## src/scfc_pkg.sv

```systemverilog
package scfc_pkg;

    localparam int BYTE_W   = 8;
    localparam int WORD_W   = 16;
    localparam int SCALED_W = 15;
    localparam int POS_W    = 3;
    localparam int COEF_W   = 15;
    localparam int PROD_W   = COEF_W + WORD_W + 1;
    localparam int OUT_W    = WORD_W + 1 + SCALED_W;

    localparam logic [BYTE_W-1:0] CRC_INIT = 8'hFF;
    localparam logic [BYTE_W-1:0] CRC_POLY = 8'h31;

    // Frame layout: two words of two bytes, each followed by its CRC byte
    localparam logic [POS_W-1:0] POS_FIRST  = 3'd0;
    localparam logic [POS_W-1:0] POS_LAST   = 3'd5;
    localparam logic [POS_W-1:0] CHAN_SPLIT = 3'd3;

    localparam logic CHAN_TEMP  = 1'b0;
    localparam logic CHAN_HUMID = 1'b1;

    // Fixed-point scaling: value = (coef * raw >> 16) - offset
    localparam logic [COEF_W-1:0]   TEMP_COEF    = 15'd17500;
    localparam logic [COEF_W-1:0]   HUMID_COEF   = 15'd10000;
    localparam logic [SCALED_W-1:0] TEMP_OFFSET  = 15'd4500;
    localparam logic [SCALED_W-1:0] HUMID_OFFSET = 15'd0;

    typedef enum logic [1:0] {
        SLOT_HIGH,
        SLOT_LOW,
        SLOT_CRC
    } word_slot_t;

    typedef struct packed {
        logic [BYTE_W-1:0] byte_value;
        logic              frame_start;
    } byte_req_t;

    function automatic logic [BYTE_W-1:0] crc8_byte(input logic [BYTE_W-1:0] crc,
                                                    input logic [BYTE_W-1:0] b);
        logic [BYTE_W-1:0] c;
        c = crc ^ b;
        for (int k = 0; k < BYTE_W; k++) begin
            c = c[BYTE_W-1] ? ((c << 1) ^ CRC_POLY) : (c << 1);
        end
        return c;
    endfunction

endpackage

```

## src/scfc_scale.sv

```systemverilog
module scfc_scale
    import scfc_pkg::*;
(
    input  logic                       chan,
    input  logic [WORD_W-1:0]          raw,
    output logic signed [SCALED_W-1:0] scaled
);

    logic [COEF_W-1:0]   coef;
    logic [SCALED_W-1:0] offset;
    logic [PROD_W-1:0]   prod;
    logic [SCALED_W-1:0] quot;

    assign coef   = (chan == CHAN_HUMID) ? HUMID_COEF : TEMP_COEF;
    assign offset = (chan == CHAN_HUMID) ? HUMID_OFFSET : TEMP_OFFSET;
    assign prod   = PROD_W'(coef) * PROD_W'(raw);
    // Floor of the product over 2^16
    assign quot   = prod[WORD_W +: SCALED_W];
    assign scaled = signed'(quot - offset);

endmodule

```

## src/scfc_frame_core.sv

```systemverilog
module scfc_frame_core
    import scfc_pkg::*;
(
    input  logic             aclk,
    input  logic             aresetn,
    input  logic             req_valid,
    input  byte_req_t        req,
    output logic             req_take,
    output logic             m_tvalid,
    input  logic             m_tready,
    output logic [OUT_W-1:0] m_tdata,
    output logic             m_tuser
);

    logic [POS_W-1:0]           pos_reg, pos_next;
    logic [BYTE_W-1:0]          crc_reg, crc_next;
    logic [BYTE_W-1:0]          high_reg, high_next;
    logic [WORD_W-1:0]          word_reg, word_next;
    logic signed [SCALED_W-1:0] scaled_reg;

    logic                       out_valid_reg, out_valid_next;
    logic                       out_chan_reg;
    logic [WORD_W-1:0]          out_raw_reg;
    logic                       out_good_reg;
    logic signed [SCALED_W-1:0] out_scaled_reg;

    logic [POS_W-1:0]           pos;
    logic [POS_W-1:0]           sub_pos;
    logic                       chan;
    word_slot_t                 slot;
    logic [WORD_W-1:0]          new_word;
    logic signed [SCALED_W-1:0] new_scaled;
    logic                       emits;

    always_comb begin
        pos = req.frame_start ? POS_FIRST : pos_reg;
        if (pos > POS_LAST) begin
            pos = POS_FIRST;
        end
        chan    = (pos >= CHAN_SPLIT) ? CHAN_HUMID : CHAN_TEMP;
        sub_pos = (chan == CHAN_HUMID) ? (pos - CHAN_SPLIT) : pos;
        case (sub_pos)
            3'd0: slot = SLOT_HIGH;
            3'd1: slot = SLOT_LOW;
            default: slot = SLOT_CRC;
        endcase
    end

    assign new_word = {high_reg, req.byte_value};

    // Scale as soon as the word is complete; emit it with the CRC byte
    scfc_scale u_scale (
        .chan   (chan),
        .raw    (new_word),
        .scaled (new_scaled)
    );

    assign emits    = (slot == SLOT_CRC);
    assign req_take = req_valid && (!emits || !out_valid_reg || m_tready);

    always_comb begin
        pos_next  = pos_reg;
        crc_next  = crc_reg;
        high_next = high_reg;
        word_next = word_reg;
        if (req_take) begin
            pos_next = (pos == POS_LAST) ? POS_FIRST : pos + 3'd1;
            case (slot)
                SLOT_HIGH: begin
                    crc_next  = crc8_byte(CRC_INIT, req.byte_value);
                    high_next = req.byte_value;
                end
                SLOT_LOW: begin
                    crc_next  = crc8_byte(crc_reg, req.byte_value);
                    word_next = new_word;
                end
                default: begin
                end
            endcase
        end
    end

    always_comb begin
        out_valid_next = out_valid_reg;
        if (req_take && emits) begin
            out_valid_next = 1'b1;
        end else if (m_tready) begin
            out_valid_next = 1'b0;
        end
    end

    always_ff @(posedge aclk) begin
        if (!aresetn) begin
            pos_reg       <= POS_FIRST;
            crc_reg       <= CRC_INIT;
            high_reg      <= '0;
            word_reg      <= '0;
            out_valid_reg <= 1'b0;
        end else begin
            pos_reg       <= pos_next;
            crc_reg       <= crc_next;
            high_reg      <= high_next;
            word_reg      <= word_next;
            out_valid_reg <= out_valid_next;
        end
    end

    always_ff @(posedge aclk) begin
        if (req_take && slot == SLOT_LOW) begin
            scaled_reg <= new_scaled;
        end
        if (req_take && emits) begin
            out_chan_reg   <= chan;
            out_raw_reg    <= word_reg;
            out_good_reg   <= (crc_reg == req.byte_value);
            out_scaled_reg <= scaled_reg;
        end
    end

    assign m_tvalid = out_valid_reg;
    assign m_tuser  = out_chan_reg;
    assign m_tdata  = {out_scaled_reg, out_good_reg, out_raw_reg};

endmodule

```

## config.mk

```make
export PLATFORM = sky130hd
export DESIGN_NAME = scfc_frame_core
export DESIGN_NICKNAME = d
export VERILOG_FILES = /design/src/scfc_pkg.sv /design/src/scfc_scale.sv /design/src/scfc_frame_core.sv
export SDC_FILE = /design/constraint.sdc
export NUM_CORES = 1
export LEC_CHECK = 0
export ABC_AREA = 1
export CAP_MARGIN = 20
export CORE_MARGIN = 2
export CORE_UTILIZATION = 35
export DETAILED_ROUTE_END_ITERATION = 12
export DONT_BUFFER_PORTS = 1
export GPL_ROUTABILITY_DRIVEN = 0
export SLEW_MARGIN = 10
export SYNTH_ARGS = -nofsm -noshare
export SYNTH_HDL_FRONTEND = slang
export SYNTH_SLANG_ARGS = --single-unit
export TNS_END_PERCENT = 1
```

## constraint.sdc

```tcl
create_clock -name aclk -period 12.82 [get_ports aclk]
set_input_delay 3.846 -clock aclk [delete_from_list [all_inputs] [get_ports aclk]]
set_output_delay 3.846 -clock aclk [all_outputs]
set_load 0.1 [all_outputs]
```

### Word level (Yosys, flattened, before mapping)

Cells that the tools add are included.

| storage, ports and cells | value |
|---|---|
| bits in registers | 84 |
| logic and storage cells | 80 |

| operators by class | value |
|---|---|
| add/sub/neg operators | 3 |
| multiply operators | 1 |
| $lt $le $gt $ge | 2 |
| equality and inequality tests | 5 |
| muxes and demuxes | 27 |
| bitwise gates (word level) | 18 |
| reduce and logical (&&, ||, !) cells | 14 |

Operator list:

| kind | count |
|---|---|
| $mux W6 | 16 |
| $not A3 Y3 | 16 |
| $mul A15 B16 Y31 | 1 |
| $pmux W8 S2 | 1 |
| $mux W15 | 1 |
| $sub A15 B13 Y15 | 1 |
| $mux W13 | 1 |
| $mux W3 | 4 |
| $eq A8 B8 Y1 | 1 |
| $not A8 Y8 | 1 |
| $xor A8 B8 Y8 | 1 |
| $reduce_and A2 Y1 | 3 |
| $pmux W2 S2 | 1 |
| $reduce_bool A2 Y1 | 2 |
| $add A3 B1 Y3 const B | 1 |
| $eq A3 B1 Y1 const B | 1 |
| $eq A3 B3 Y1 const B | 1 |
| $ge A3 B2 Y1 const B | 1 |
| $gt A3 B3 Y1 const B | 1 |
| $logic_and A1 B1 Y1 | 3 |
| $logic_not A3 Y1 | 1 |
| $mux W1 | 3 |
| $sub A3 B2 Y3 const B | 1 |
| $eq A2 B1 Y1 const B | 1 |
| other kinds (4) | 6 |

### Depth between registers and ports, before layout

Gate-level depths: netlist of run 1.

| logic depth | value |
|---|---|
| depth in word-level cells | 18 |
| mapped depth | 42 |

### Modules after synthesis

A second synthesis of run 1 with hierarchy kept.

| unflattened totals | value |
|---|---|
| cells, all modules | 1,129 |
| area, all modules | 9,049.9 um2 |

By module, submodules not included:

| module | instances | cells an instance | area an instance (um2) | sequential area each (um2) |
|---|---|---|---|---|
| scfc_scale | 1 | 773 | 5,452.7 | 0.0 |
| scfc_frame_core | 1 | 356 | 3,597.2 | 2,162.1 |

### Least setup slack after synthesis of run 1

Ideal clock, no wire load.

| timing | value |
|---|---|
| path type | input port to flip-flop |
| from | input req[0] in the netlist's numbering |
| to | register scaled_reg[11], data pin |
| setup time | 0.252 ns |
| arrival | 9.874 ns |
| required time | 12.568 ns |
| setup slack | 2.694 ns |
| stages | 38 |
| cells stage by stage | inv_1 nand2_1 a21oi_2 ha_1 inv_1 ha_1 buf_4 buf_2 nand2_1 inv_1 ha_1 inv_1 fa_1 inv_1 fa_1 inv_1 fa_1 inv_1 [2 not listed] ha_1 nand2_1 nor2_1 nand2_2 nand2_2 a21oi_1 o21ai_0 a21oi_1 xnor2_1 ha_1 nand2_1 inv_1 nand2_1 nand2_1 a21oi_2 nand2_1 nand2_1 nand2_1 |

| on the way | value |
|---|---|
| cells in the longest elaborated chain, start to end | 8 |
| elaborated cells between the ends (all ways) | 9 |
| those cells by class | add/sub (1); mul (1); order compare (2); mux (5) |

RTL lines:

| item | line | source |
|---|---|---|
| start: declaration | scfc_frame_core.sv:7 | `input byte_req_t req,` |
| $mux W3 (*) | scfc_frame_core.sv:36 | `pos = req.frame_start ? POS_FIRST : pos_reg;` |
| $gt A3 B3 Y1 | scfc_frame_core.sv:37 | `if (pos > POS_LAST) begin` |
| $mux W3 (*) | scfc_frame_core.sv:37 |  |
| $ge A3 B2 Y1 (*) | scfc_frame_core.sv:40 | `chan = (pos >= CHAN_SPLIT) ? CHAN_HUMID : CHAN_TEMP;` |
| $mux W1 (*) | scfc_frame_core.sv:40 |  |
| $mux W15 | scfc_scale.sv:14 | `assign coef = (chan == CHAN_HUMID) ? HUMID_COEF : TEMP_COEF;` |
| $mul A15 B16 Y31 | scfc_scale.sv:16 | `assign prod = PROD_W'(coef) * PROD_W'(raw);` |
| $sub A15 B13 Y15 (*) | scfc_scale.sv:19 | `assign scaled = signed'(quot - offset);` |
| named net new_scaled[11] | scfc_frame_core.sv:32 | `logic signed [SCALED_W-1:0] new_scaled;` |
| end signal: assignment | scfc_frame_core.sv:110 | `scaled_reg <= new_scaled;` |
| end: declaration | scfc_frame_core.sv:19 | `logic signed [SCALED_W-1:0] scaled_reg;` |

The timed path passes the listed nets; every way through them passes the cells marked *.
A chain may end at the register's enable or synchronous reset.

### Worst setup path in the final report of run 1

Ends and elaborated chain as after synthesis.

==> results by group, run 1 <==
Final layout
  • Layout net count: roughly 1,300
  • Fill cells: approximately 2,600
  • Layout area overhead: 8.505%
  • Final Cell Area: 0.009689 sq mm
  • Antenna cell count: 0
  • Layout cell share with drive strength beyond 1: around 4.1%

Worst setup path
  • Crit path launch: req[0]
  • Setup Crit Path Kind: primary input to flop
  • Worst EP arrival: 10.88 ns
  • Reg2reg start: pos_reg[2]
  • CP bufs+invs: 13
  • Peak fanout along the critical path: 25
  • CP max-delay cell: ha_1
  • CP Launch Type: primary input
  • Critical Path Sink Type: flop
  • R2r setup slk: about 5.2 ns
  • Worst EP required: between 10 and 15 ns
  • CP max stage delay: between 0.6 and 0.7 ns
  • Crit path max-delay family: adder cells

Synth
  • Yosys top cell by area: fa_1
  • Synth top cells by count: inv_1, nand2_1, ha_1
  • FF+latch count, synth: 84
  • Most common cell in the synthesized netlist: inv_1
  • Synthesized instance count: around 1,000
  • Largest cells by area after synthesis: fa_1, ha_1, edfxtp_1, inv_1, dfxtp_1
  • EDFF count, synth: 48
  • Area share of the largest cell type after synthesis: 19.95%
  • Top_reg_cell synth: edfxtp_1
  • Yosys warns: 0
  • Seq/Total Area, Yosys: roughly a quarter
  • Ys async rst share: 0%
  • Syn Area/Cell: 8.645 sq um
  • Yosys cell types: 40
  • Mapped Area: 0.008930 sq mm

GRT
  • Global-route wire length before repair: roughly 33 mm
  • Total global-route track usage: between 10% and 20%
  • Pin count of the biggest net entering global routing: 47
  • Initial antenna violation count: 0
  • Overflow after GRT: 0
  • Vias in the first global route: between 6,000 and 7,000

Floorplanning
  • Die width: roughly 160 um
  • Row count: between 50 and 60
  • Die Ht: between 150 and 200 um
  • Initial Util: a little over a third
  • Core area: about 0.025 sq mm
  • Die area: 0.02681 sq mm
  • IO Pins: 48

Clocking
  • Clock Latency Late Sink: between 0.3 and 0.4 ns
  • Clock buffer count from CTS: 9
  • CTS sink count: 84
  • Post-CTS sizing: 0
  • CTS tree: built
  • CTS clock-pin slew for the worst setup and hold paths: roughly 0.07 ns
  • Hold Buf Count CTS: 0
  • Number of H-tree levels: 3
  • Clock Tree Buf Depth: 2
  • Clock Tree Root: clkbuf_16
  • Post-CTS setup repair buffer count: 0

Placement
  • HPWL Detailed: roughly 16 mm
  • Port bufs: 0
  • Placed cell areas: 0.009365 sq mm

Status
  • Status: complete, no violations

Hold path
  • Min-Delay Startpoint: scaled_reg[5]
  • Min-delay worst type: flop to flop

Timing
  • Period utilisation layout: between 80% and 90%
  • Setup_tns: 0 ns
  • Final setup fails: 0
  • Fmax: 92.89 MHz
  • Final Slew Violations: 0
  • Setup repair after global routing missed its margin: no
  • Rel. slew slack: a little over a third
  • Final Hold Fails: 0
  • Crit path time final: 10.77 ns
  • Max Clock Skew: between 0.008 and 0.009 ns
  • Slew @ Worst Pin: just under 1 ns

Drt
  • Wirelength per Cell: 13.83 um
  • DR vias: 6,354
  • DRT Wirelength: just under 20 mm
  • Final ANT Viol Nets: 0
  • DRT iter0 DRCs: 442
  • Drt first pass iters: 5
  • # DRC: 0
  • Vias per cell: around 4.6

Run
  • MaxCap Viol Count: 0
[cell type report]
cell class                 instances  area, sq um  share of cell area (%)
multi-input combinational        728         5927                   61.17
sequential                        84         2162                   22.31
inverter                         228        855.8                   8.833
tap                              330        412.9                   4.261
clock buffer                      10        239.0                   2.466
timing repair buffer               3        47.55                  0.4907
clock inverter                     6        45.04                  0.4649
[worst paths after layout]
| kind | endpoint | depth (start not counted) |
|---|---|---|
| worst max-delay path | scaled_reg[11] | 39 |
| worst min-delay path | out_scaled_reg[5] | 0 |
| worst max register to register | scaled_reg[11] | 38 |
| worst min register to register | out_scaled_reg[5] | 0 |
[logic make-up (layout without fill, tap and decap cells)]
logic type               count (synthesis)  in the layout  share of synthesized area [%]
adder cells (fa/ha/maj)                217            217                          37.89
flip-flops                              84             84                          24.21
buffers and inverters                  248            247                          10.69
AO/OA/AOI/OAI                          118            118                          7.034
other                                    2             29                        0.08410
XOR/XNOR                                51             51                          5.549
AND/OR/NAND/NOR                        313            313                          14.54
[metal layers]
metal	GRT usage (%)	part of all wire (%)	vias to the layer above
met5	0	0	-
met4	4.386	1.7	0
met3	2.955	3.9	21
met2	26.05	46	111
met1	21.00	48	2989
li1	-	-	3233
[worst register-to-register path, delay by kind of cell, from the launching register on]
family / cells / cell delay (ns)
flip-flops: 1 / 0.37
adder cells (fa/ha/maj): 10 / 4.14
AO/OA/AOI/OAI: 3 / 0.48
buffers and inverters: 12 / 1.08
XOR/XNOR: 1 / 0.16
AND/OR/NAND/NOR: 12 / 1.14
[stage by stage]
stage | hold WS [ns] | worst slack [ns] | cells | utilization [%]
CTS | 0.4217 | 2.060 | 1387 | 38.43
finish | 0.4214 | 2.055 | 1389 | 38.59
floorplan | 0.4003 | 2.694 | 1060 | -
global route | 0.4254 | 1.324 | 1389 | 38.59
detailed placement | 0.4071 | 1.764 | 1371 | 37.30
global placement | 0.4063 | 1.702 | 1371 | 37.30
[cells in the final DEF (no fill, tap or decap), types with 2 or more instances in the layout]
master / count
xnor2_2: 2
and2_1: 2
nor2_1: 65
a31oi_1: 2
fa_1: 89
xor2_2: 2
clkbuf_16: 9
nor4_1: 3
dfxtp_1: 36
nor2_2: 2
xor2_1: 25
clkinv_2: 2
nor2_4: 2
ha_1: 128
o21ai_0: 45
nand2_2: 9
edfxtp_1: 48
a21oi_1: 57
conb_1: 29
nand3_1: 34
nand2_4: 2
nand4_1: 4
nand2_1: 185
inv_1: 226
a21oi_2: 2
nand3b_1: 2
o21ai_1: 2
o21bai_1: 2
o211ai_1: 4
a21o_1: 2
buf_12: 2
xnor2_1: 21
inv_6: 3
Power of run 1 is not shown: default switching activity piles up to over one toggle a cycle in this logic, so the estimate is an artifact.
==> run 2, diff against run 1 <==
ABC_AREA = 0   (was 1)
clock period = 10.9 ns   (was 12.82 ns; I/O delays follow)
==> run 2 against run 1 <==
  * Clock-buffer cell count fell by 1
  * Die area decreased by 3.8%
  * Sequential cell count unchanged
  * Global-route usage fell by 0.69 points
  * Highest routed layer unchanged
  * Register-to-register slack worse by 2.4 ns
  * Hold slack is essentially flat
==> results by group, run 2 <==
Clocking
  • CTS sink count: 84 (unchanged)
  • CTS clock-pin slew for the worst setup and hold paths: 0.07 ns (about the same)
  • Clock Tree Buf Depth: 2 (unchanged)
  • Number of H-tree levels: 3 (unchanged)
  • CTS tree: built
  • Clock Latency Late Sink: 0.35 ns (about the same)
  • Clock buffer count from CTS: 9 (unchanged)
  • Post-CTS setup repair buffer count: 0 (unchanged)
  • Clock Tree Root: clkbuf_16

Final layout
  • Most frequent cells in the layout: inv_1, ha_1, fa_1
  • Layout net count: 1,181 (-8.0%)
  • Layout area overhead: 16.15%
  • Commonest non-fill, non-tap cell in the layout: inv_1
  • Antenna cell count: 0 (unchanged)
  • Final Non-Filler Cells: 1,279 (-7.9%)
  • Layout cell share with drive strength beyond 1: 13.30% (+9.2 points)

Worst setup path
  • Setup Crit Path Kind: primary input to flop
  • CP max stage delay: 0.59 ns (-0.10 ns)
  • Worst EP arrival: 10.67 ns (-0.21 ns)
  • Peak fanout along the critical path: 10 (-60%)
  • Worst EP required: 11.01 ns (-1.92 ns)
  • CP Launch Type: primary input
  • Critical Path Sink Type: flop
  • CP max-delay cell: fa_1
  • Most frequent cell on the critical path: fa_1

Drt
  • Final ANT Viol Nets: 0 (unchanged)
  • Vias per cell: 4.685 (+2.4%)
  • M1 wire length: 8.388 mm (-9.6%)
  • DRT Wirelength: 18.62 mm (-3.1%)
  • DRT iter0 DRCs: 234 (-47%)
  • # DRC: 0 (unchanged)
  • Max Used Layer: met4
  • Routed wl met3: 675 um (-10%)
  • Met2 wire length: 9.039 mm (+2.1%)
  • Drt first pass iters: 4 (-1)
  • DR vias: 5,992 (-5.7%)
  • Wirelength per Cell: 14.56 um (+5.3%)

Floorplanning
  • IO Pins: 48 (unchanged)
  • Row count: 57 (-1.7%)
  • Die area: 0.02578 sq mm (-3.8%)
  • Core area: 0.02418 sq mm (-3.7%)
  • Die Ht: 160.6 um (-1.9%)
  • Initial Util: 35.48% (-0.083 points)
  • Die width: 160.6 um (-1.9%)

Timing
  • Max Clock Skew: 0.005971 ns (-0.002273 ns)
  • Final setup fails: 0 (unchanged)
  • Rel. slew slack: 33.59% (-2.0 points)
  • Fmax: ~95 MHz
  • Slew @ Worst Pin: 0.9962 ns (+0.03114 ns)
  • Final Hold Fails: 0 (unchanged)
  • Final Slew Violations: 0 (unchanged)
  • Crit path time final: about 11 ns
  • Setup_tns: 0 ns (unchanged)
  • Setup ws final: 0.3392 ns (-1.716 ns)
  • Setup repair after global routing missed its margin: no
  • Period utilisation layout: just under 100%

Synth
  • Area share of the largest cell type after synthesis: 20.77% (+0.82 points)
  • Synthesized instance count: 858 (-17%)
  • Yosys cell types: 62 (+55%)
  • Most common cell in the synthesized netlist: inv_1
  • Syn Area/Cell: 9.998 sq um (+16%)
  • EDFF count, synth: 48 (unchanged)
  • FF+latch count, synth: 84 (unchanged)
  • Yosys warns: 0 (unchanged)
  • Ys async rst share: 0% (unchanged)
  • Mapped Area: 0.008578 sq mm (-3.9%)
  • Synth top cells by count: inv_1, ha_1, fa_1
  • Seq/Total Area, Yosys: 25.20% (+0.99 points)
  • Largest cells by area after synthesis: fa_1, ha_1, edfxtp_1, dfxtp_1, inv_1
  • Top_reg_cell synth: edfxtp_1
  • Yosys top cell by area: fa_1

GRT
  • Pin count of the biggest net entering global routing: 37 (-21%)
  • Vias in the first global route: 5,993 (-9.7%)
  • Global-route wire length before repair: 30.28 mm (-8.0%)
  • Overflow after GRT: 0 (unchanged)
  • Initial antenna violation count: 0 (unchanged)
  • Total global-route track usage: 15.03% (-0.69 points)

Placement
  • HPWL Detailed: 15.00 mm (-6.5%)
  • Post-Place Worst Slack: -0.2576 ns (-2.022 ns)
  • Port bufs: 0 (unchanged)
  • Placed Cells: 1,263 (-7.9%)

Hold path
  • Min-delay worst type: flop to flop

Status
  • Status: complete, no violations

Power and ir drop
  • Total power: approximately 2.7 mW
  • Pwr Density: about 270 mW/mm^2
  • Max rail drop VDD: about 0.2 mV
  • Leak: just under 5 nW

Run
  • MaxCap Viol Count: 0 (unchanged)
==> run 2: changes by cell type after synthesis, sizes merged, moves of 16 or more <==
cell    previous run  this run
nor2b              0        16
a21boi             0        19
nand2            196        88
nor2              69        30
inv              227       148
a21oi             59        32
xnor2             23        40
o21ai             47        21
nand3             34         8
==> run 2: worst paths after layout <==
check,to,slack [ns],cells past startpoint,start
max,scaled_reg[14],0.34,32,req[0]
min,out_scaled_reg[7],0.42,0,scaled_reg[7]
max reg2reg,scaled_reg[14],2.81,32,pos_reg[1]
min reg2reg,out_scaled_reg[7],0.42,0,scaled_reg[7]
==> run 2: timing repair <==
action | 4_1_cts | 5_1_grt
resized for setup | 0 | 13
hold buffers | 0 | 0
endpoints found under the setup margin | 0 | 3
==> run 2: report_power, final <==
group	switching, mW	internal, mW	total [mW]
Combinational	0.963	0.949	1.91
Clock	0.140	0.155	0.295
Sequential	0.0203	0.430	0.450
==> run 2: per-layer routing <==
layer / GRT usage, % / vias to the layer above
met5: 0 / -
met4: 5.528 / 0
met3: 2.402 / 20
met2: 25.65 / 90
met1: 19.26 / 2893
li1: - / 2989
==> run 2: worst max-delay path: cells and delay by family <==
kind                       cells  cell delay (ns)
adders and majority gates      9             3.22
muxes                          1             0.21
buffers and inverters          3             0.33
xor gates and xnor gates       2             0.24
AOI/OAI and AO/OA              7             1.34
and+or+nand+nor               10             2.00
==> run 2: kinds of logic (layout without fill, tap and decap cells) <==
logic type               Yosys count  count (layout)  synth area share, %
AND/OR/NAND/NOR                  193             193                10.79
XOR/XNOR                          56              56                5.718
multiplexers                      10              10                1.181
buffers and inverters            174             244                7.716
flip-flops                        84              84                25.20
AO/OA/AOI/OAI                    122             122                9.860
other                              2              29              0.08755
adder cells (fa/ha/maj)          217             217                39.44
==> run 2: layout make-up <==
| cell class | count | area (sq um) |
|---|---|---|
| inverter | 149 | 559.3 |
| timing repair buffer | 80 | 620.6 |
| tap | 324 | 405.4 |
| clock buffer | 9 | 225.2 |
| fill | 2337 | 14210 |
| sequential | 84 | 2162 |
| multi-input combinational | 627 | 5944 |
| clock inverter | 6 | 46.29 |
==> run 2: stage by stage <==
| stage | hold slack (ns) | utilization [%] | instance area, sq um |
|---|---|---|---|
| after floorplan | 0.4003 | - | 8690 |
| after global placement | 0.4028 | 39.65 | 9587 |
| after detailed placement | 0.4052 | 39.77 | 9614 |
| after CTS | 0.4220 | 40.89 | 9886 |
| after global routing | 0.4293 | 41.21 | 9963 |
| final | 0.4216 | 41.21 | 9963 |
(Power assumes the default switching activity.)
